### src/rrcpa_pkg.sv
`timescale 1ns / 1ps
// Shared types, codes and constants for the reserved-region carving page allocator.
// No dependencies; imported by every module of the block.
package rrcpa_pkg;

	typedef struct packed {
		logic [63:0] lo;
		logic [63:0] hi;
	} span_t;

	localparam int MAX_RESERVED_DEF = 128;
	localparam logic [63:0] PAGE_BYTES = 64'd4096;
	localparam logic [63:0] PAGE_MASK = PAGE_BYTES - 64'd1;

	localparam int MIN_W = 41;
	localparam logic [MIN_W-1:0] MIN_REGION_RESET = 41'd4194304;

	localparam int CFG_ADDR_W = 4;
	localparam logic REG_MIN_REGION = 1'b0;

	localparam logic [1:0] OP_RESERVE = 2'd0;
	localparam logic [1:0] OP_OFFER = 2'd1;
	localparam logic [1:0] OP_ALLOC = 2'd2;
	localparam logic [1:0] OP_CLEAR = 2'd3;

	localparam logic [2:0] STAT_OK = 3'd0;
	localparam logic [2:0] STAT_FULL = 3'd1;
	localparam logic [2:0] STAT_REJECT = 3'd2;
	localparam logic [2:0] STAT_NO_PAGE = 3'd3;
	localparam logic [2:0] STAT_IGNORED = 3'd4;

endpackage

### src/rrcpa_carve.sv
`timescale 1ns / 1ps
// Interval subtraction unit: removes one reserved span from the current span.
// Depends on rrcpa_pkg for span_t; shared across all table entries.
module rrcpa_carve import rrcpa_pkg::*; (
	input  span_t cur,
	input  span_t rsv,
	output span_t res
);

	logic [63:0] lower_len;
	logic [63:0] upper_len;

	assign lower_len = rsv.lo - cur.lo;
	assign upper_len = cur.hi - rsv.hi;

	always_comb begin
		if (cur.hi <= cur.lo || rsv.hi <= rsv.lo) begin
			res = '0;
		end else if (cur.lo == rsv.lo && cur.hi == rsv.hi) begin
			res = '0;
		end else if (rsv.hi <= cur.lo || rsv.lo >= cur.hi) begin
			res = cur;
		end else if (rsv.lo <= cur.lo) begin
			res.lo = rsv.hi;
			res.hi = cur.hi;
		end else if (rsv.hi >= cur.hi) begin
			res.lo = cur.lo;
			res.hi = rsv.lo;
		end else if (lower_len > upper_len) begin
			res.lo = cur.lo;
			res.hi = rsv.lo;
		end else begin
			res.lo = rsv.hi;
			res.hi = cur.hi;
		end
	end

endmodule

### config.mk
export PLATFORM = sky130hd
export DESIGN_NAME = rrcpa_carve
export DESIGN_NICKNAME = d
export VERILOG_FILES = /design/src/rrcpa_pkg.sv /design/src/rrcpa_carve.sv
export SDC_FILE = /design/constraint.sdc
export NUM_CORES = 1
export LEC_CHECK = 0
export ABC_CLOCK_PERIOD_IN_PS = 10450
export BUFFER_PORTS_ARGS = -buffer_cell sky130_fd_sc_hd__buf_2
export CORE_ASPECT_RATIO = 0.8
export CORE_MARGIN = 2
export CORE_UTILIZATION = 50
export DETAILED_ROUTE_END_ITERATION = 16
export PLACE_DENSITY = 0.74
export SLEW_MARGIN = 25
export SYNTH_ARGS = -nofsm -noshare
export SYNTH_HDL_FRONTEND = slang
export SYNTH_SLANG_ARGS = --single-unit
### constraint.sdc
create_clock -name vclk -period 10.45
set_input_delay 2.09 -clock vclk [all_inputs]
set_output_delay 2.09 -clock vclk [all_outputs]
set_load 0.01 [all_outputs]
Word-level counts from Yosys, hierarchy flattened
Index checks and enable logic that the tools add are counted.
{"block": "classes", "eq_ne": 2, "reduce_logical": 3, "n_mux": 6, "addsub": 2, "n_lt_le_gt_ge": 7}
{"cell": "2-to-1 mux 128 bit", "count": 6}
{"cell": "less-or-equal comparator 64 bit", "count": 4}
{"cell": "== test 64 bit", "count": 2}
{"cell": ">= comparator 64 bit", "count": 2}
{"cell": "subtractor 64 bit", "count": 2}
{"cell": "> comparator 64 bit", "count": 1}
{"cell": "logical OR 1 bit", "count": 2}
{"cell": "logical AND 1 bit", "count": 1}
{"block": "word_totals", "regBits": 0, "wordCells": 20, "input_bits": 256, "output_inout_bits": 128}

Logic depth before layout (Yosys ltp)
{"block": "logic_depth", "depth_word": 8, "mapped_depth": 27, "ltp_nobuf": 25}

Worst setup path before layout
OpenSTA, ideal clock, no wires.
{"block": "synth_path", "path_type": "input-to-output", "start": "input cur[0] (netlist bit)", "end": "output res[10] (netlist bit)", "n_path_buf": 2, "required_ps": 8360, "t_arrival_ps": 7111, "path_slack_ps": 1249, "stages": 27, "cell_sequence": "inv_1 -> ha_1 -> inv_1 -> fa_1 -> a21o_1 -> a311o_1 -> a21oi_1 -> a2111oi_0 -> a211o_1 -> o21a_1 -> a31oi_2 -> o21ai_1 -> a41oi_1 -> xnor2_1 -> ha_1 -> nand4_1 -> nor4_1 -> nand4_1 -> nor3_1 -> a2111oi_0 -> a31oi_1 -> a211oi_2 -> nor3b_2 -> buf_6 -> buf_12 -> mux2i_1 -> nor2_1"}
{"element": "start, declared", "line": "rrcpa_carve.sv:5", "rtl": "input span_t cur,"}
{"element": "end, declared", "line": "rrcpa_carve.sv:7", "rtl": "output span_t res"}

==> run summary <==
status = complete, no violations
Area contributors post-synth = ha_1, mux2i_1, a21oi_1, inv_1, nor2_1
Critical Path AT = 8.11 ns
Ports = 384
Routed WL = 70.8 mm
Fillers = 3431
row count = 61
Syn Inst Count = 2497
WP data required = 8.36 ns
Worst Path Buf+Inv = 7
GRT Total Usage = 36.6%
CP max-delay cell = a2111oi_0
HP Class = input pin to output port
area fraction in compound gates after synthesis = 25.7%
Synth top area share = 32.0%
most frequent cells in the layout = ha_1, buf_2, inv_1
PortBufs = 384
Layout area overhead = 16.1%
placed wire-length estimate = 61.4 mm
Setup TNS = 0 ns
final net count = 3590
Final Hold Vio Count = 0
mux cell area share after synthesis = 7.38%
main combinational cell family by area after synthesis = adder cells
Hold Path Depth = 4
vias in the first global route = 18.8k
DR vias/cell = 6.14
Mean Syn Cell Area = 7.01 um^2
Yosys cell types = 77
sink of the worst hold path = res[114]
initial detailed-routing violation count = 1804
WS Path Type = input pin to output port
Setup crit start kind = input pin
initial antenna violation count = 4
crit-path max cell delay = 0.43 ns
Worst Tran Pin Value = 1.16 ns
largest net degree at the start of global routing = 129
Starting Density = 50.5%
CP endpoint kind = output port
Final Max Tran Viols = 0
wire length of the first global-routing pass = 105 mm
xor/xnor share of the synthesized area = 5.91%
Ys Warns = 0
commonest non-fill, non-tap cell in the layout = ha_1
Synth Area in Simple Gates = 19.1%
die width = 213 um
vias = 20.6k
area leader, netlist = ha_1
Seq/Total Area, Yosys = 0%
Setup-failing EPs final = 0
Die Area = 0.0365 mm^2
gr ovfl total = 0
Post-Syn Area = 0.0175 mm^2
syn nets = 3203
crit share post-route = 97.6%
layout cells sized above 1 = 17.7%
FF/Latch Area = 0 um^2
Crit Path Max Fanout = 12
fraction of the mapped netlist area in adder cells = 32.3%
CTS Hold Bufs = 0
DRC viols = 0
Hold Startpoint = cur[114]
Final min period = 10.20 ns
Layout clock buffers = 0
fmax = 98.0 MHz
Core ar. = 0.0347 mm^2
WL per Instance = 21.1 um
Final GP Congestion = 1.04
maxcap violations = 0
Antenna Nets Post-Route = 0
Initial DRT Pass Iterations = 7
kind of cell adding the most delay to the critical path = compound AO/OA/AOI/OAI gates
die height = 171 um
Slew headroom = 21.7%
RSZ-0062 raised after global routing = false
layout sequential cell count = 0
## cells in the mapped netlist, types with 10 or more instances
cell / n
ha_1: 448
inv_1: 301
nor2_1: 249
a21oi_1: 237
nand2_1: 158
o21ai_0: 133
mux2i_1: 129
a21o_1: 113
nand4_1: 97
xnor2_1: 70
nand3_1: 67
xor2_1: 48
clkbuf_1: 43
nor3_1: 31
o21bai_1: 26
a211oi_1: 24
a31oi_1: 23
o211ai_1: 22
buf_2: 18
nor2b_1: 18
nor4_1: 18
o21a_1: 17
nand2b_1: 15
and3_1: 12
buf_12: 12
and2_1: 11
a2111oi_0: 10
## logic make-up (layout without fill, tap and decap cells)
family	after synthesis	in the layout
AOI/OAI and AO/OA	709	709
xor gates and xnor gates	118	118
adders and majority gates	450	450
buffers and inverters	383	768
muxes	129	129
other	0	1
and+or+nand+nor	708	708
## timing repair
item,4_1_cts,5_1_grt
resized for setup,0,25
buffers inserted,0,5
endpoints found under the setup margin,0,128
## area by class of cell
cell class                 instances  area [um^2]  share of cell area, %
timing repair buffer             467         2660                   13.1
tap                              472          591                   2.91
inverter                         301         1130                   5.56
antenna                            1         2.50                 0.0123
multi-input combinational       2114        15900                   78.4
## worst max path at each step
stage | from | endpoint | cells after the start
finish | cur[0] | res[104] | 29
global route | cur[98] | res[7] | 29
CTS | cur[77] | res[40] | 28
detailed placement | cur[77] | res[40] | 28
global placement | cur[77] | res[83] | 27
floorplan | cur[0] | res[10] | 27
## through the flow
stage          setup slack [ns]  std cells  hold slack, ns  util (%)  area, um^2
3_5_place_dp             0.0830       3349            4.52      58.2       20200
2_1_floorplan              1.25       2497            4.36         -       17500
5_1_grt                  0.0158       3354            4.56      58.6       20300
6_report                  0.248       3355            4.52      58.6       20300
4_1_cts                 0.00753       3349            4.53      58.2       20200
3_3_place_gp              0.243       3349            4.52      58.2       20200
## layer usage
metal	track usage (%)	vias up	part of all wire (%)
met2	54.3	990	40
met5	0	-	0.011
li1	-	9876	-
met4	6.76	2	2.2
met3	9.20	100	11
met1	53.2	9616	47
